**src/design/lgge_pkg.sv**
```systemverilog
// ----------------------------------------------------------------------------
// lgge_pkg
// Shared action codes, status codes and rule constants for the Life grid engine.
// ----------------------------------------------------------------------------
package lgge_pkg;

    // Action codes carried by each request.
    typedef enum logic [1:0] {
        ACT_CLEAR   = 2'd0,
        ACT_SET     = 2'd1,
        ACT_ADVANCE = 2'd2,
        ACT_READ    = 2'd3
    } action_t;

    // Result status codes.
    localparam logic STATUS_OK         = 1'b0;
    localparam logic STATUS_BAD_OFFSET = 1'b1;

    // Neighbor counts of the rule: survival on two or three, birth on three.
    localparam logic [3:0] NBR_SURVIVE = 4'd2;
    localparam logic [3:0] NBR_BIRTH   = 4'd3;

endpackage

```
**src/design/lgge_row_mem.sv**
```systemverilog
// ----------------------------------------------------------------------------
// lgge_row_mem
// Row store of the grid: one write and one registered read port per cycle.
// A row that was never written since reset or the last clear reads as zero.
// ----------------------------------------------------------------------------
module lgge_row_mem #(
    parameter int WIDTH = 16,
    parameter int DEPTH = 16
) (
    input  logic                     clk,
    input  logic                     rst_n,
    input  logic                     clear_all,
    input  logic                     rd_en,
    input  logic [$clog2(DEPTH)-1:0] rd_addr,
    output logic [WIDTH-1:0]         rd_data,
    input  logic                     wr_en,
    input  logic [$clog2(DEPTH)-1:0] wr_addr,
    input  logic [WIDTH-1:0]         wr_data
);

    logic [WIDTH-1:0] mem [DEPTH];
    logic [DEPTH-1:0] row_valid_reg;
    logic [WIDTH-1:0] rd_data_reg;
    logic             rd_valid_reg;

    always_ff @(posedge clk)
    begin
        if (wr_en)
        begin
            mem[wr_addr] <= wr_data;
        end
        if (rd_en)
        begin
            rd_data_reg <= mem[rd_addr];
        end
    end

    // Per-row valid bits stand in for a clearing pass.
    always_ff @(posedge clk or negedge rst_n)
    begin
        if (!rst_n)
        begin
            row_valid_reg <= '0;
            rd_valid_reg  <= 1'b0;
        end
        else
        begin
            if (rd_en)
            begin
                rd_valid_reg <= row_valid_reg[rd_addr];
            end
            if (clear_all)
            begin
                row_valid_reg <= '0;
            end
            else if (wr_en)
            begin
                row_valid_reg[wr_addr] <= 1'b1;
            end
        end
    end

    assign rd_data = rd_valid_reg ? rd_data_reg : '0;

endmodule

```
**src/design/lgge_row_calc.sv**
```systemverilog
// ----------------------------------------------------------------------------
// lgge_row_calc
// Next-generation value of one row from the row above, the row itself and
// the row below. Cells beyond the left and right edges count as dead.
// ----------------------------------------------------------------------------
module lgge_row_calc
    import lgge_pkg::*;
#(
    parameter int GRID_SIZE = 16
) (
    input  logic [GRID_SIZE-1:0] above,
    input  logic [GRID_SIZE-1:0] middle,
    input  logic [GRID_SIZE-1:0] below,
    output logic [GRID_SIZE-1:0] next_row
);

    logic [GRID_SIZE+1:0] above_pad;
    logic [GRID_SIZE+1:0] middle_pad;
    logic [GRID_SIZE+1:0] below_pad;

    assign above_pad  = {1'b0, above, 1'b0};
    assign middle_pad = {1'b0, middle, 1'b0};
    assign below_pad  = {1'b0, below, 1'b0};

    always_comb
    begin
        logic [3:0] nbr;
        next_row = '0;
        for (int c = 0; c < GRID_SIZE; c++)
        begin
            nbr = 4'(above_pad[c]) + 4'(above_pad[c+1]) + 4'(above_pad[c+2])
                + 4'(middle_pad[c]) + 4'(middle_pad[c+2])
                + 4'(below_pad[c]) + 4'(below_pad[c+1]) + 4'(below_pad[c+2]);
            if (middle[c])
            begin
                next_row[c] = (nbr == NBR_SURVIVE) || (nbr == NBR_BIRTH);
            end
            else
            begin
                next_row[c] = (nbr == NBR_BIRTH);
            end
        end
    end

endmodule

```
**src/design/life_grid_generation_engine.sv**
```systemverilog
// ----------------------------------------------------------------------------
// life_grid_generation_engine
// Conway's Game of Life on a bounded square grid held in a row memory.
// ----------------------------------------------------------------------------
// A request is taken on a rising edge where start is high and busy is low;
// action and cell_offset are sampled there. Every request produces exactly
// one result, shown on status and cell_alive for one cycle while done is
// high. The receiver cannot stall, so results are never held back.
// Sequence of each action after the accepting edge:
//   clear:         busy never rises; the result appears the next cycle.
//   set or read:   busy through the reciprocal-multiply estimate, the
//                  remainder, the correction with the memory read, and the
//                  read-modify-write; the result appears the cycle after.
//                  An out-of-range offset skips all that and answers the next cycle.
//   advance:       busy while the single memory read port streams every row
//                  once through a three-row window.
// A new request may be taken in the same cycle the previous result is shown.
// Reset leaves every cell dead at once: per-row valid bits in the memory are
// cleared, so no clearing pass is needed and the block is ready right away.
// ----------------------------------------------------------------------------
module life_grid_generation_engine
    import lgge_pkg::*;
#(
    parameter int GRID_SIZE = 16
) (
    input  logic        clk,
    input  logic        rst_n,
    input  logic        start,
    output logic        busy,
    input  logic [1:0]  action,
    input  logic [15:0] cell_offset,
    output logic        done,
    output logic        status,
    output logic        cell_alive
);

    localparam int RW   = $clog2(GRID_SIZE);
    localparam int AREA = GRID_SIZE * GRID_SIZE;
    localparam int AW   = $clog2(AREA);
    localparam int CW   = $clog2(GRID_SIZE + 2);

    // Reciprocal of the grid size scaled by 2^AW. Since every in-range offset
    // is below 2^AW, the estimated row is exact or one short.
    localparam logic [AW-1:0]   RECIP    = AW'((1 << AW) / GRID_SIZE);
    localparam logic [AW-1:0]   GRID_AW  = AW'(GRID_SIZE);
    localparam logic [RW:0]     GRID_REM = (RW + 1)'(GRID_SIZE);
    localparam logic [CW-1:0]   GRID_CNT = CW'(GRID_SIZE);
    localparam logic [CW-1:0]   LAST_CNT = CW'(GRID_SIZE + 1);
    localparam logic [15:0]     AREA_OFF = 16'(AREA);

    typedef enum logic [2:0] {
        S_IDLE,
        S_DIV_Q,
        S_DIV_R,
        S_ADDR,
        S_ACCESS,
        S_GEN
    } state_t;

    state_t                state_reg;
    logic                  set_reg;
    logic [AW-1:0]         off_reg;
    logic [RW-1:0]         q0_reg;
    logic [RW:0]           rem_reg;
    logic [RW-1:0]         row_reg;
    logic [RW-1:0]         col_reg;
    logic [CW-1:0]         gen_cnt_reg;
    logic [GRID_SIZE-1:0]  prev_reg;
    logic [GRID_SIZE-1:0]  cur_reg;
    logic                  done_reg;
    logic                  status_reg;
    logic                  alive_reg;

    logic                  clear_all;
    logic                  rd_en;
    logic [RW-1:0]         rd_addr;
    logic [GRID_SIZE-1:0]  rd_data;
    logic                  wr_en;
    logic [RW-1:0]         wr_addr;
    logic [GRID_SIZE-1:0]  wr_data;

    logic [2*AW-1:0]       quot_prod;
    logic [AW-1:0]         rem_full;
    logic                  rem_over;
    logic [RW-1:0]         row_fix;
    logic [RW-1:0]         col_fix;
    logic [GRID_SIZE-1:0]  upd_row;
    logic [GRID_SIZE-1:0]  incoming;
    logic [GRID_SIZE-1:0]  calc_row;

    // Row and column split: estimate, remainder, then one correction step.
    assign quot_prod = (2 * AW)'(off_reg) * (2 * AW)'(RECIP);
    assign rem_full  = off_reg - AW'(q0_reg) * GRID_AW;
    assign rem_over  = (rem_reg >= GRID_REM);
    assign row_fix   = rem_over ? (q0_reg + RW'(1)) : q0_reg;
    assign col_fix   = rem_over ? RW'(rem_reg - GRID_REM) : rem_reg[RW-1:0];

    // Read-modify-write of the addressed row for a set request.
    assign upd_row = rd_data | (set_reg ? (GRID_SIZE'(1) << col_reg) : '0);

    // In a generation, the row read on the previous cycle enters the window.
    // Past the last row the window sees a dead border row instead.
    assign incoming = ((gen_cnt_reg != '0) && (gen_cnt_reg <= GRID_CNT)) ? rd_data : '0;

    lgge_row_calc #(
        .GRID_SIZE(GRID_SIZE)
    ) u_row_calc (
        .above    (prev_reg),
        .middle   (cur_reg),
        .below    (incoming),
        .next_row (calc_row)
    );

    lgge_row_mem #(
        .WIDTH(GRID_SIZE),
        .DEPTH(GRID_SIZE)
    ) u_row_mem (
        .clk       (clk),
        .rst_n     (rst_n),
        .clear_all (clear_all),
        .rd_en     (rd_en),
        .rd_addr   (rd_addr),
        .rd_data   (rd_data),
        .wr_en     (wr_en),
        .wr_addr   (wr_addr),
        .wr_data   (wr_data)
    );

    assign clear_all = (state_reg == S_IDLE) && start && (action == ACT_CLEAR);

    // Memory port control. During a generation, row c is read while row c-2
    // is written back; the old contents of row c-2 already sit in the window.
    always_comb
    begin
        rd_en   = 1'b0;
        rd_addr = '0;
        wr_en   = 1'b0;
        wr_addr = '0;
        wr_data = '0;
        case (state_reg)
            S_ADDR:
            begin
                rd_en   = 1'b1;
                rd_addr = row_fix;
            end
            S_ACCESS:
            begin
                wr_en   = set_reg;
                wr_addr = row_reg;
                wr_data = upd_row;
            end
            S_GEN:
            begin
                if (gen_cnt_reg < GRID_CNT)
                begin
                    rd_en   = 1'b1;
                    rd_addr = gen_cnt_reg[RW-1:0];
                end
                if (gen_cnt_reg >= CW'(2))
                begin
                    wr_en   = 1'b1;
                    wr_addr = RW'(gen_cnt_reg - CW'(2));
                    wr_data = calc_row;
                end
            end
            default:
            begin
                rd_en = 1'b0;
            end
        endcase
    end

    always_ff @(posedge clk or negedge rst_n)
    begin
        if (!rst_n)
        begin
            state_reg   <= S_IDLE;
            set_reg     <= 1'b0;
            off_reg     <= '0;
            q0_reg      <= '0;
            rem_reg     <= '0;
            row_reg     <= '0;
            col_reg     <= '0;
            gen_cnt_reg <= '0;
            prev_reg    <= '0;
            cur_reg     <= '0;
            done_reg    <= 1'b0;
            status_reg  <= STATUS_OK;
            alive_reg   <= 1'b0;
        end
        else
        begin
            done_reg <= 1'b0;
            case (state_reg)
                S_IDLE:
                begin
                    if (start)
                    begin
                        set_reg <= (action == ACT_SET);
                        off_reg <= cell_offset[AW-1:0];
                        case (action)
                            ACT_CLEAR:
                            begin
                                done_reg   <= 1'b1;
                                status_reg <= STATUS_OK;
                                alive_reg  <= 1'b0;
                            end
                            ACT_ADVANCE:
                            begin
                                gen_cnt_reg <= '0;
                                prev_reg    <= '0;
                                cur_reg     <= '0;
                                state_reg   <= S_GEN;
                            end
                            default:
                            begin
                                if (cell_offset >= AREA_OFF)
                                begin
                                    done_reg   <= 1'b1;
                                    status_reg <= STATUS_BAD_OFFSET;
                                    alive_reg  <= 1'b0;
                                end
                                else
                                begin
                                    state_reg <= S_DIV_Q;
                                end
                            end
                        endcase
                    end
                end
                S_DIV_Q:
                begin
                    q0_reg    <= quot_prod[AW +: RW];
                    state_reg <= S_DIV_R;
                end
                S_DIV_R:
                begin
                    rem_reg   <= rem_full[RW:0];
                    state_reg <= S_ADDR;
                end
                S_ADDR:
                begin
                    row_reg   <= row_fix;
                    col_reg   <= col_fix;
                    state_reg <= S_ACCESS;
                end
                S_ACCESS:
                begin
                    done_reg   <= 1'b1;
                    status_reg <= STATUS_OK;
                    alive_reg  <= upd_row[col_reg];
                    state_reg  <= S_IDLE;
                end
                S_GEN:
                begin
                    prev_reg <= cur_reg;
                    cur_reg  <= incoming;
                    if (gen_cnt_reg == LAST_CNT)
                    begin
                        done_reg   <= 1'b1;
                        status_reg <= STATUS_OK;
                        alive_reg  <= 1'b0;
                        state_reg  <= S_IDLE;
                    end
                    else
                    begin
                        gen_cnt_reg <= gen_cnt_reg + CW'(1);
                    end
                end
                default:
                begin
                    state_reg <= S_IDLE;
                end
            endcase
        end
    end

    assign busy       = (state_reg != S_IDLE);
    assign done       = done_reg;
    assign status     = status_reg;
    assign cell_alive = alive_reg;

endmodule

```
**config.mk**
```make
export PLATFORM = sky130hd
export DESIGN_NAME = life_grid_generation_engine
export DESIGN_NICKNAME = d
export VERILOG_FILES = /design/src/design/lgge_pkg.sv /design/src/design/lgge_row_mem.sv /design/src/design/lgge_row_calc.sv /design/src/design/life_grid_generation_engine.sv
export SDC_FILE = /design/constraint.sdc
export NUM_CORES = 1
export LEC_CHECK = 0
export ABC_AREA = 1
export BUFFER_PORTS_ARGS = -buffer_cell sky130_fd_sc_hd__buf_2
export CORE_UTILIZATION = 55
export DETAILED_ROUTE_END_ITERATION = 10
export PLACE_DENSITY_LB_ADDON = 0.3
export SYNTH_ARGS = -nofsm -noshare
export SYNTH_HDL_FRONTEND = slang
export SYNTH_SLANG_ARGS = --single-unit
```
**constraint.sdc**
```tcl
create_clock -name clk -period 5.43 [get_ports clk]
set_input_delay 1.086 -clock clk [delete_from_list [all_inputs] [get_ports clk]]
set_output_delay 1.086 -clock clk [all_outputs]
set_load 0.005 [all_outputs]
```
# ---- After elaboration in Yosys (flattened, before gate mapping)
# Memory sizes are Yosys's and may differ from the RTL's. A register that Yosys moved wholly into a read port is not among the register bits.
# Index checks and enable logic that the tools add are counted.
dict set report classes {
  addsub 110
  order_cmp 9
  n_eq_ne 48
  shift 1
  mux 68
  bitwise_logic 2
  n_reduce_logical 32
}
# cell count
set ops {}
lappend ops {{adder 4 x 1 -> 4 bit} 90}
lappend ops {{equality test 4 x 2 -> 1 bit, second input constant} 32}
lappend ops {{2-to-1 mux 16 bit} 8}
lappend ops {{one-hot mux 16 bit (2 select lines)} 3}
lappend ops {{OR 16 bit} 2}
lappend ops {{2-to-1 mux 1 bit} 31}
lappend ops {{adder 1 x 1 -> 2 bit} 15}
lappend ops {{greater-or-equal comparator 16 x 9 -> 1 bit, second input constant} 1}
lappend ops {{logical OR 1 bit} 16}
lappend ops {{2-to-1 mux 4 bit} 4}
lappend ops {{one-hot mux 4 bit (2 select lines)} 2}
lappend ops {{<< shifter 1 x 4 -> 16 bit, first input constant} 1}
lappend ops {{< comparator 4 x 5 -> 1 bit, second input constant} 3}
lappend ops {{2-to-1 mux 5 bit} 3}
lappend ops {{one-hot mux 3 bit (5 select lines)} 1}
lappend ops {{!= test 2 bit, second input constant} 5}
lappend ops {{one-hot mux 1 bit (2 select lines)} 5}
lappend ops {{one-hot mux 5 bit (2 select lines)} 1}
lappend ops {{2-to-1 mux 3 bit} 3}
lappend ops {{one-hot mux 1 bit (3 select lines)} 3}
lappend ops {{binary-select mux 1 bit (select 4 bit)} 2}
lappend ops {{AND reduction 4 bit} 2}
lappend ops {{equality test 3 x 2 -> 1 bit, second input constant} 2}
lappend ops {{equality test 3 bit, second input constant} 2}
lappend ops {{28 further kinds} 33}
dict set report totals {
  ff_bits 86
  ram_bits 256
  input_bits 21
  wordCells 286
  n_memories 1
}
# memory words word_bits rd rd_ports_with_merged_regs wr line_no
set memory_table {}
lappend memory_table {u_row_mem.mem 16 16 1 1 1 lgge_row_mem.sv:21} ;# logic [WIDTH-1:0] mem [DEPTH];

# ---- Depth between registers and ports, before layout
# Gate-level depths: netlist of run 1.
dict set report depth {
  word_depth 12
  depth_mapped 21
  mapped_depth_nobuf 21
}

# ---- Cells and area by module
# From an unflattened synthesis of run 1, not the netlist that was laid out.
dict set report unflattened {
  cells_unflattened 1718
  hier_area_um2 17928.4
}
# mod instances cells_per_inst area_per_inst_um2 seq_area_each_um2
set modules_own_cells {}
lappend modules_own_cells {lgge_row_mem 1 915 11571.1 8593.2}
lappend modules_own_cells {life_grid_generation_engine 1 464 3666.0 1726.7}
lappend modules_own_cells {lgge_row_calc 1 339 2691.3 0.0}

# ---- Worst setup path before layout of run 1
# Ideal clock, no wire load.
dict set report synth_path {
  kind {register to register}
  start {register gen_cnt_reg[0]}
  end {memory u_row_mem.mem[0][11] (data pin)}
  setup_time_ns 0.330
  arrival_time_ns 3.516
  setup_slack_ns 1.584
  path_stages_with_launch 22
  n_path_buf 1
  path_cell_list {dfrtp_1 -> inv_1 -> ha_1 -> nand2_1 -> nand2_1 -> nand2_1 -> clkbuf_1 -> nor3_1 -> inv_1 -> fa_1 -> inv_1 -> nand2_1 -> nand2_1 -> inv_1 -> ha_1 -> inv_1 -> nand2_1 -> inv_1 -> fa_1 -> nor3_1 -> nand4_1 -> o21ai_0}
}
dict set report synth_between {
  elab_chain_cells 11
}
# element line_no
set synth_rtl {}
lappend synth_rtl {{start, declared} life_grid_generation_engine.sv:67} ;# logic [CW-1:0] gen_cnt_reg;
lappend synth_rtl {{start signal, assigned} life_grid_generation_engine.sv:267} ;# gen_cnt_reg <= gen_cnt_reg + CW'(1);
lappend synth_rtl {{<= comparator 5 bit / nonzero test 5 bit (equally long branches)} life_grid_generation_engine.sv:103} ;# assign incoming = ((gen_cnt_reg != '0) && (gen_cnt_reg <= GRID_CNT)) ? rd_data : '0;
lappend synth_rtl {{logical AND 1 bit} life_grid_generation_engine.sv:103}
lappend synth_rtl {{2-to-1 mux 16 bit} life_grid_generation_engine.sv:103}
lappend synth_rtl {{adder 4 x 1 -> 4 bit (3 in series)} lgge_row_calc.sv:33} ;# + 4'(below_pad[c]) + 4'(below_pad[c+1]) + 4'(below_pad[c+2]);
lappend synth_rtl {{equality test 4 x 2 -> 1 bit, on equally long branches} {lgge_row_calc.sv:36, lgge_row_calc.sv:40}}
lappend synth_rtl {{logical OR 1 bit} lgge_row_calc.sv:36} ;# next_row[c] = (nbr == NBR_SURVIVE) || (nbr == NBR_BIRTH);
lappend synth_rtl {{2-to-1 mux 1 bit} lgge_row_calc.sv:34} ;# if (middle[c])
lappend synth_rtl {{2-to-1 mux 16 bit (*)} life_grid_generation_engine.sv:159} ;# if (gen_cnt_reg >= CW'(2))
lappend synth_rtl {{one-hot mux 16 bit (2 select lines) (*)} life_grid_generation_engine.sv:140} ;# case (state_reg)
lappend synth_rtl {{named net u_row_mem.wr_data[11]} lgge_row_mem.sv:18} ;# input logic [WIDTH-1:0] wr_data
lappend synth_rtl {{end, declared} lgge_row_mem.sv:21}
# The timed path passes the listed nets; every way through them passes the cells marked *.

# ---- Worst setup path in the final report of run 1
dict set report layout_path {
  start {register gen_cnt_reg[0]}
  end {memory u_row_mem.mem[5][7] (data pin)}
}
# Same word-level chain as after synthesis.

==> results of run 1 <==
## cells in the final DEF (no fill, tap or decap), types with 3 or more instances in the layout
cell type and count:
sky130_fd_sc_hd__inv_1 330, sky130_fd_sc_hd__edfxtp_1 272, sky130_fd_sc_hd__nand2_1 220, sky130_fd_sc_hd__o21ai_0 147, sky130_fd_sc_hd__a21oi_1 135, sky130_fd_sc_hd__nand3_1 92, sky130_fd_sc_hd__dfrtp_1 86, sky130_fd_sc_hd__o211ai_1 69
sky130_fd_sc_hd__nor2_1 63, sky130_fd_sc_hd__ha_1 61, sky130_fd_sc_hd__fa_1 51, sky130_fd_sc_hd__o22ai_1 39, sky130_fd_sc_hd__clkbuf_16 38, sky130_fd_sc_hd__buf_4 29, sky130_fd_sc_hd__buf_2 23, sky130_fd_sc_hd__nor3_1 10
sky130_fd_sc_hd__clkinv_2 10, sky130_fd_sc_hd__a21boi_0 9, sky130_fd_sc_hd__nand4_1 9, sky130_fd_sc_hd__xor2_1 8, sky130_fd_sc_hd__inv_2 8, sky130_fd_sc_hd__a211oi_1 7, sky130_fd_sc_hd__o221ai_1 7, sky130_fd_sc_hd__nor2_2 5
sky130_fd_sc_hd__clkbuf_1 5, sky130_fd_sc_hd__clkinv_1 5, sky130_fd_sc_hd__nor2_4 4, sky130_fd_sc_hd__bufinv_16 4, sky130_fd_sc_hd__or2_2 3, sky130_fd_sc_hd__nor3_2 3
## stage by stage
| stage | util | std cells | instance area [um2] |
|---|---|---|---|
| global placement | 0.584 | 2148 | 18700 |
| detailed placement | 0.584 | 2148 | 18700 |
| finish | 0.623 | 2216 | 19900 |
| floorplan | - | 1734 | 18100 |
| CTS | 0.623 | 2216 | 19900 |
| global route | 0.623 | 2216 | 19900 |
## kinds of logic after synthesis
| family | share of synthesized area |
|---|---|
| and+or+nand+nor | 0.0998 |
| adders and majority gates | 0.0988 |
| DFF | 0.572 |
| AOI/OAI and AO/OA | 0.136 |
| xor gates and xnor gates | 0.00485 |
| buffers and inverters | 0.0890 |
## worst min-delay path: stages, from the launching register on
cell and delay [ns]:
sky130_fd_sc_hd__dfrtp_1 0.35, sky130_fd_sc_hd__nand2_1 0.06, sky130_fd_sc_hd__nand2_1 0.05
## metal layers
metal	vias up	global-route usage	wire length, um
li1	5923	-	-
met1	6101	0.353	17700
met2	436	0.442	20800
met3	105	0.0397	3230
met4	0	0.0910	1150
met5	-	0	0
## how the worst min path moves through the flow
stage | from | to | slack, ns | cells past startpoint
after floorplan | off_reg[0] | off_reg[0] | 0.44 | 2
after global placement | off_reg[0] | off_reg[0] | 0.46 | 2
after detailed placement | off_reg[3] | off_reg[3] | 0.46 | 2
after CTS | off_reg[3] | off_reg[3] | 0.48 | 2
after global routing | prev_reg[0] | prev_reg[0] | 0.52 | 2
final | off_reg[0] | off_reg[0] | 0.48 | 2
## area by class of cell
type | count | area share
Clock inverter | 25 | 0.0141
Sequential cell | 358 | 0.518
Inverter | 338 | 0.0637
Clock buffer | 43 | 0.0487
Timing Repair Buffer | 53 | 0.0177
Multi-Input combinational cell | 964 | 0.310
Tap cell | 435 | 0.0273
## power by group
part | internal (W) | switching [W]
clock | 0.00150 | 0.00110
sequential | 0.00333 | 0.000261
combinational | 0.00125 | 0.00223
total | 0.00608 | 0.00359
==> impl_results.rst, run 1 <==
.. list-table::
   :header-rows: 1

   * - Metric
     - Value
   * - Result of the run
     - finished clean
   * - Pre-CTS worst setup slack
     - 1.02 ns
   * - Fraction of final layout cells with drive strength greater than 1
     - 0.0814
   * - Number of antenna violations at the first check in global routing
     - 0
   * - Worst-case hold slack
     - between 0.4 and 0.5 ns
   * - Number of nets in the layout
     - ~1.9k
   * - Flip-flop count of the largest register after layout
     - between 200 and 300
   * - Number of buffers added to fix hold violations after cts
     - 0
   * - Cell count after synthesis
     - approximately 1.7k
   * - CP endpoint
     - u_row_mem.mem[5][7]
   * - Routed wire length per instance
     - roughly 19 um
   * - Depth of the worst register-to-register path
     - 22
   * - Filler cells
     - between 2k and 2.5k
   * - Drt initial violations
     - approximately 1.3k
   * - RSZ-0062 raised after global routing
     - no
   * - H-tree level count
     - 2
   * - List of cells traversed by the critical path
     - inv_1 -> ha_1 -> nand2_1 -> nand2_1 -> nand2_1 -> buf_4 -> nor2_1 -> inv_1 -> or2_2 -> nand2_1 -> inv_1 -> ha_1 -> xnor2_1 -> inv_1 -> ha_1 -> inv_1 -> nand2_1 -> inv_1 -> fa_1 -> nor3_1 -> nand4_1 -> o21ai_1
   * - Combined global-route utilization of all metal layers
     - 0.264
   * - Number of port buffers
     - 24
   * - Via count of the first global-routing pass
     - between 10k and 15k
   * - Power density cells
     - between 400 and 500 mW/mm2
   * - Total chip power
     - slightly below 0.01 W
   * - Final clock period utilization by the worst path
     - 0.820
   * - Path type of the worst setup path
     - flip-flop to flip-flop
   * - Worst-margin pin slew
     - ~1.3 ns
   * - Number of synthesized register bits
     - approximately 360
   * - Maximum number of pins on one net before global-route repair
     - about 220
   * - DRC violation count after routing
     - 0
   * - Growth of design area from synthesis to finish
     - 10.3%
   * - Minimum setup slack in the final design
     - approximately 1 ns
   * - Area used by multi-input combinational logic
     - 0.00617 mm2
   * - Crit. End Element
     - flip-flop
   * - Half-perimeter wire length of the detailed placement result
     - approximately 26000 um
   * - DR vias
     - about 13k
   * - Per-cell via count in the routed design
     - roughly 5.7
   * - Number of CTS-inserted buffers
     - 38
   * - Critical path's top delay family
     - simple AND/OR/NAND/NOR gates
   * - Max Clk Rate
     - around 220 MHz
   * - Area inside the core boundary
     - 0.0320 mm2
   * - Final period demand of the worst path
     - 4.45 ns
   * - Mean cell area of the mapped netlist
     - roughly 10 um2
   * - WP buf/inv
     - 7
   * - Yosys warning count
     - 0
   * - Critical path's slowest cell
     - sky130_fd_sc_hd__o21ai_1
   * - Crit path arrival time
     - around 4.6 ns
   * - Largest buffer count on any clock path
     - 3
   * - Worst Hold Class
     - flip-flop to flip-flop
   * - Starting Density
     - 0.565
   * - Clock edge transition at the registers on the reported setup and hold paths
     - roughly 0.06 ns
   * - Number of maximum-capacitance violations
     - 0
   * - Setup slack of the worst register-to-register path
     - ~1 ns
   * - CTS-repair resized insts
     - 0
   * - Path length in cells of the critical path
     - 22
   * - Required time worst endpoint
     - 5.61 ns
   * - Net count after synthesis
     - roughly 1.9k
   * - CTS sink cnt
     - roughly 360
   * - I/O pin count
     - 25
   * - Y dimension of the die
     - about 180 um
   * - Cell type contributing the most total cell area after synthesis
     - sky130_fd_sc_hd__edfxtp_1
   * - Hold Violations, Final
     - 0
   * - Cell area after technology mapping
     - 0.0181 mm2
   * - Rows
     - 65
   * - Max Slew Vio Count
     - 0
   * - Launching point of the worst reg2reg path
     - gen_cnt_reg[0]
   * - Area fraction of the dominant cell type after synthesis
     - 0.452
   * - Synth cell count leaders
     - sky130_fd_sc_hd__inv_1 (330), sky130_fd_sc_hd__edfxtp_1 (272), sky130_fd_sc_hd__nand2_1 (220), sky130_fd_sc_hd__o21ai_0 (148), sky130_fd_sc_hd__a21oi_1 (135)
   * - Max incr delay on CP
     - roughly 0.57 ns
   * - Remaining number of nets flagged by the antenna check after routing
     - 0
   * - Number of setup buffers added after CTS
     - 0
   * - Die area
     - 0.0336 mm2
   * - Launch point of the worst path
     - gen_cnt_reg[0]
   * - Number of enable-type register cells in the synthesized netlist
     - ~270
   * - Root Driver
     - sky130_fd_sc_hd__clkbuf_16
   * - Number of detailed-route iterations in the first pass
     - 5
   * - Final RePlAce weighted congestion
     - about 0.9
   * - TritonCTS clock tree
     - built
   * - Wire length of the first global-routing pass
     - a little under 70000 um
   * - Most frequent cell on the critical path
     - sky130_fd_sc_hd__inv_1
   * - Sequential-to-total area share from yosys stat
     - 0.572
   * - Distinct cells, synth
     - between 40 and 50
   * - Maximum net fanout on the critical path
     - 16
   * - Most area-consuming cells after synthesis
     - sky130_fd_sc_hd__edfxtp_1 (45%), sky130_fd_sc_hd__dfrtp_1 (12%), sky130_fd_sc_hd__inv_1 (6.9%)
   * - Remaining global-route overflow
     - 0
   * - Setup-failing EPs final
     - 0
   * - Clk_lat worst skew
     - 0.54 ns
   * - Aggregate negative setup slack
     - 0 ns
   * - Type of element launching the critical path
     - flip-flop
   * - Total detailed-routing wirelength
     - roughly 43000 um
   * - FFs w/ async S/R, synth
     - 0.240
   * - Die width
     - roughly 180 um
   * - Worst clock skew on the final layout
     - 0.0174 ns
   * - Antenna cell count
     - 0
   * - Leak
     - between 8 and 9 nW
   * - Register area
     - approximately 0.010 mm2
   * - Most frequent cell after synthesis
     - sky130_fd_sc_hd__inv_1
   * - Destination of the worst register-to-register timing path
     - u_row_mem.mem[5][7]
   * - Max-slew headroom
     - 0.162
   * - Register bank with the most flops
     - u_row_mem.mem
   * - Ys flop type
     - sky130_fd_sc_hd__edfxtp_1
   * - Maximum VDD drop
     - approximately 0.29 mV
(Power assumes the default switching activity.)
==> inputs of run 2 (changes only) <==
--- a/config.mk
+++ b/config.mk
@@ -5,7 +5,7 @@
 export SDC_FILE = /design/constraint.sdc
 export NUM_CORES = 1
 export LEC_CHECK = 0
-export ABC_AREA = 1
+export ABC_AREA = 0
 export BUFFER_PORTS_ARGS = -buffer_cell sky130_fd_sc_hd__buf_2
 export CORE_UTILIZATION = 55
 export DETAILED_ROUTE_END_ITERATION = 10
==> constraint.sdc (replaced) <==
create_clock -name clk -period 3.6 [get_ports clk]
set_input_delay 0.72 -clock clk [delete_from_list [all_inputs] [get_ports clk]]
set_output_delay 0.72 -clock clk [all_outputs]
set_load 0.005 [all_outputs]
==> run 2 against run 1 <==
  * The flow now finishes with violations (negative setup slack)
  * Via count decreased by 11%
  * Cell area increased by 5.5%
  * Sequential power increased by 52%
  * Maximum frequency increased by 15%
  * Total power increased by 52%
  * Clock-buffer cell count increased by 5
  * Largest power group unchanged
  * Non-clock buffer count increased by 74
  * First-iteration DRC count decreased by 30%
==> impl_results.rst, run 2 <==
.. list-table::
   :header-rows: 1

   * - Metric
     - Value
   * - Via count of the first global-routing pass
     - 11.6k
   * - Violations in the final reports
     - negative setup slack
   * - Clk_lat worst skew
     - about 0.53 ns
   * - Number of synthesized register bits
     - approximately 360
   * - Crit. End Element
     - flip-flop
   * - Fraction of final layout cells with drive strength greater than 1
     - 0.245
   * - I/O pin count
     - 25
   * - Growth of design area from synthesis to finish
     - 18.2%
   * - RSZ-0062 raised after global routing
     - yes
   * - Cell area after technology mapping
     - roughly 0.018 mm2
   * - Hold Violations, Final
     - 0
   * - DRC violation count after routing
     - 0
   * - Remaining global-route overflow
     - 0
   * - Layout Cell Area excl Fill
     - between 0.02 and 0.025 mm2
   * - Required time worst endpoint
     - roughly 3.9 ns
   * - Leading cell type in the layout, fill and taps excluded
     - sky130_fd_sc_hd__edfxtp_1
   * - Mean cell area of the mapped netlist
     - 13.2 um2
   * - Pre-CTS worst setup slack
     - -0.368 ns
   * - Gate power share
     - 0.372
   * - Max incr delay on CP
     - roughly 0.42 ns
   * - Leak
     - about 9 nW
   * - Root Driver
     - sky130_fd_sc_hd__clkbuf_16
   * - Register bank with the most flops
     - u_row_mem.mem
   * - Switching power summed over all nets
     - 0.00510 W
   * - Largest buffer count on any clock path
     - 3
   * - Number of detailed-route iterations in the first pass
     - 5
   * - Half-perimeter wire length of the detailed placement result
     - around 25000 um
   * - Number of port buffers
     - 24
   * - Most frequent cell after synthesis
     - sky130_fd_sc_hd__edfxtp_1
   * - Critical path's slowest cell
     - sky130_fd_sc_hd__fa_2
   * - List of cells traversed by the critical path
     - inv_2 -> ha_4 -> nor3b_4 -> xnor2_2 -> and2_4 -> buf_12 -> nand2_2 -> xor2_1 -> ha_1 -> xnor2_2 -> ha_2 -> a31oi_2 -> fa_2 -> nor3_2 -> a21oi_1 -> nor4_2 -> o21ai_2 -> o21ai_4
   * - Path type of the worst setup path
     - flip-flop to flip-flop
   * - Clock edge transition at the registers on the reported setup and hold paths
     - 0.06 ns
   * - Total detailed-routing wirelength
     - slightly above 40000 um
   * - TritonCTS clock tree
     - built
   * - Final RePlAce weighted congestion
     - between 0.8 and 0.9
   * - Sequential power share
     - 0.372
   * - Area inside the core boundary
     - roughly 0.032 mm2
   * - Y dimension of the die
     - between 150 and 200 um
   * - Maximum number of pins on one net before global-route repair
     - 99
   * - Power share of the clock group
     - 0.257
   * - Switch share
     - 0.347
   * - Sequential-to-total area share from yosys stat
     - 0.581
   * - Filler cells
     - 2212
   * - Synth cell count leaders
     - sky130_fd_sc_hd__edfxtp_1 (272), sky130_fd_sc_hd__mux2i_1 (134), sky130_fd_sc_hd__inv_1 (132), sky130_fd_sc_hd__nand2_1 (126), sky130_fd_sc_hd__dfrtp_1 (86)
   * - DR vias
     - around 11k
   * - Maximum net fanout on the critical path
     - 13
   * - Power density cells
     - 700 mW/mm2
   * - Final period demand of the worst path
     - between 3 and 4 ns
   * - Remaining number of nets flagged by the antenna check after routing
     - 0
   * - Antenna cell count
     - 0
   * - Max-slew headroom
     - 0.190
   * - Number of CTS-inserted buffers
     - 38
   * - Wire length of the first global-routing pass
     - around 65000 um
   * - Yosys warning count
     - 0
   * - Type of element launching the critical path
     - flip-flop
   * - FFs w/ async S/R, synth
     - 0.240
   * - Placed cells
     - between 1.5k and 2k
   * - Max Clk Rate
     - 259 MHz
   * - WP buf/inv
     - 2
   * - Number of enable-type register cells in the synthesized netlist
     - 272
   * - Minimum setup slack in the final design
     - -0.257 ns
   * - Ys flop type
     - sky130_fd_sc_hd__edfxtp_1
   * - Final clock period utilization by the worst path
     - 1.07
   * - Most area-consuming cells after synthesis
     - sky130_fd_sc_hd__edfxtp_1 (46%), sky130_fd_sc_hd__dfrtp_1 (12%), sky130_fd_sc_hd__mux2i_1 (7.5%)
   * - Commonest cells after routing, fill and taps aside
     - sky130_fd_sc_hd__edfxtp_1 (272), sky130_fd_sc_hd__mux2i_1 (134), sky130_fd_sc_hd__inv_1 (122)
   * - Worst-margin pin slew
     - ~1.2 ns
   * - Net count after synthesis
     - around 1.5k
   * - Maximum VDD drop
     - 0.631 mV
   * - Flip-flop count of the largest register after layout
     - 256
   * - Rows
     - 65
   * - Final standard cell count with taps included and fillers excluded
     - ~1.9k
   * - Setup-failing EPs final
     - roughly 240
   * - H-tree level count
     - 2
   * - Worst clock skew on the final layout
     - 0.0144 ns
   * - Number of nets in the layout
     - 1592
   * - Max Slew Vio Count
     - 0
   * - Number of buffers added to fix hold violations after cts
     - 0
   * - Critical path's top delay family
     - adder cells
   * - Per-cell via count in the routed design
     - 5.91
   * - Worst Hold Class
     - input port to async pin
   * - Cell type contributing the most total cell area after synthesis
     - sky130_fd_sc_hd__edfxtp_1
   * - Total chip power
     - roughly 0.015 W
   * - Distinct cells, synth
     - roughly 60
   * - Most frequent cell on the critical path
     - sky130_fd_sc_hd__xnor2_2
   * - Result of the run
     - finished with violations
   * - Number of antenna violations at the first check in global routing
     - 0
   * - Die width
     - between 150 and 200 um
   * - Starting Density
     - 0.560
   * - Post-placement cell area
     - approximately 0.019 mm2
   * - Drt initial violations
     - around 930
   * - Internal power consumption
     - 0.00960 W
   * - Routed wire length per instance
     - around 22 um
   * - Crit path arrival time
     - 4.17 ns
   * - Cell count after synthesis
     - roughly 1.3k
   * - Number of maximum-capacitance violations
     - 0
   * - Combined global-route utilization of all metal layers
     - 0.258
   * - CTS sink cnt
     - approximately 360
   * - Die area
     - between 0.03 and 0.04 mm2
   * - Area fraction of the dominant cell type after synthesis
     - 0.459
## run 2: cell types whose count changed after synthesis, sizes merged, moves of 72 or more
cell and delta:
a21oi -119, inv -206, mux2i +134, nand2 -96, nand3 -72, o21ai -125
## run 2: stage by stage
stage	hold slack (ns)	setup TNS, ns	util
after CTS	0.215	-40.82	0.657
final	0.188	-35.55	0.662
after detailed placement	0.470	-63.54	0.612
after global routing	0.240	-74.10	0.662
after global placement	0.466	-38.29	0.612
after floorplan	0.424	-53.19	-
## run 2: layout make-up
type / count / area (um2) / area share
clock buffer: 48 / 1030 / 0.0492
clock inverter: 21 / 176 / 0.00840
inverter: 132 / 495 / 0.0236
multi-input combinational: 802 / 7370 / 0.351
sequential: 358 / 10300 / 0.491
tap: 402 / 503 / 0.0239
timing repair buffer: 127 / 1110 / 0.0529
## run 2: power groups by stage
stage	sequential [W]	clock [W]	combinational, W
2_1_floorplan	0.00534	0	0.00366
3_3_place_gp	0.00551	0	0.00499
3_5_place_dp	0.00552	0	0.00517
4_1_cts	0.00545	0.00383	0.00534
5_1_grt	0.00551	0.00400	0.00604
6_report	0.00546	0.00378	0.00546
## run 2: repair_timing
item,in CTS,in global routing
pin swaps,7,12
gates cloned,5,2
setup buffers,3,5
resized for setup,28,18
endpoints found under the setup margin,256,256
## run 2: cells by family (layout without fill, tap and decap cells)
| family | count (synthesis) | in the layout | synth area share |
|---|---|---|---|
| xor+xnor | 19 | 19 | 0.00936 |
| mux | 189 | 189 | 0.115 |
| buf+inv | 195 | 328 | 0.0457 |
| simple gates | 279 | 279 | 0.0726 |
| flops | 358 | 358 | 0.581 |
| fa+ha+maj | 112 | 112 | 0.100 |
| compound gates | 196 | 203 | 0.0767 |
## run 2: worst register-to-register path, stage by stage (launching register included)
cell and delay (ns):
sky130_fd_sc_hd__dfrtp_2 0.41, sky130_fd_sc_hd__inv_2 0.08, sky130_fd_sc_hd__ha_4 0.11, sky130_fd_sc_hd__nor3b_4 0.21, sky130_fd_sc_hd__xnor2_2 0.14, sky130_fd_sc_hd__and2_4 0.17, sky130_fd_sc_hd__buf_12 0.15, sky130_fd_sc_hd__nand2_2 0.11
sky130_fd_sc_hd__xor2_1 0.16, sky130_fd_sc_hd__ha_1 0.35, sky130_fd_sc_hd__xnor2_2 0.17, sky130_fd_sc_hd__ha_2 0.21, sky130_fd_sc_hd__a31oi_2 0.06, sky130_fd_sc_hd__fa_2 0.42, sky130_fd_sc_hd__nor3_2 0.11, sky130_fd_sc_hd__a21oi_1 0.07
sky130_fd_sc_hd__nor4_2 0.33, sky130_fd_sc_hd__o21ai_2 0.22, sky130_fd_sc_hd__o21ai_4 0.17
## run 2: worst paths after layout
kind                       cells after the start            from                    endpoint  slack (ns)
max                                           18  gen_cnt_reg[1]        u_row_mem.mem[12][7]       -0.26
min                                            1           rst_n              gen_cnt_reg[4]        0.19
max reg2reg                                   18  gen_cnt_reg[1]        u_row_mem.mem[12][7]       -0.26
min reg2reg                                    2          status                      status        0.48
max in group asynchronous                      2           rst_n  u_row_mem.row_valid_reg[8]        2.65
min in group clk                               2  cell_offset[7]                  off_reg[7]        0.42
## run 2: layer usage
layer,GRT usage,up-vias,part of all wire
met4,0.0902,0,0.031
met1,0.342,5601,0.41
met3,0.0431,87,0.065
met5,0,-,0
met2,0.431,369,0.50
li1,-,5116,-
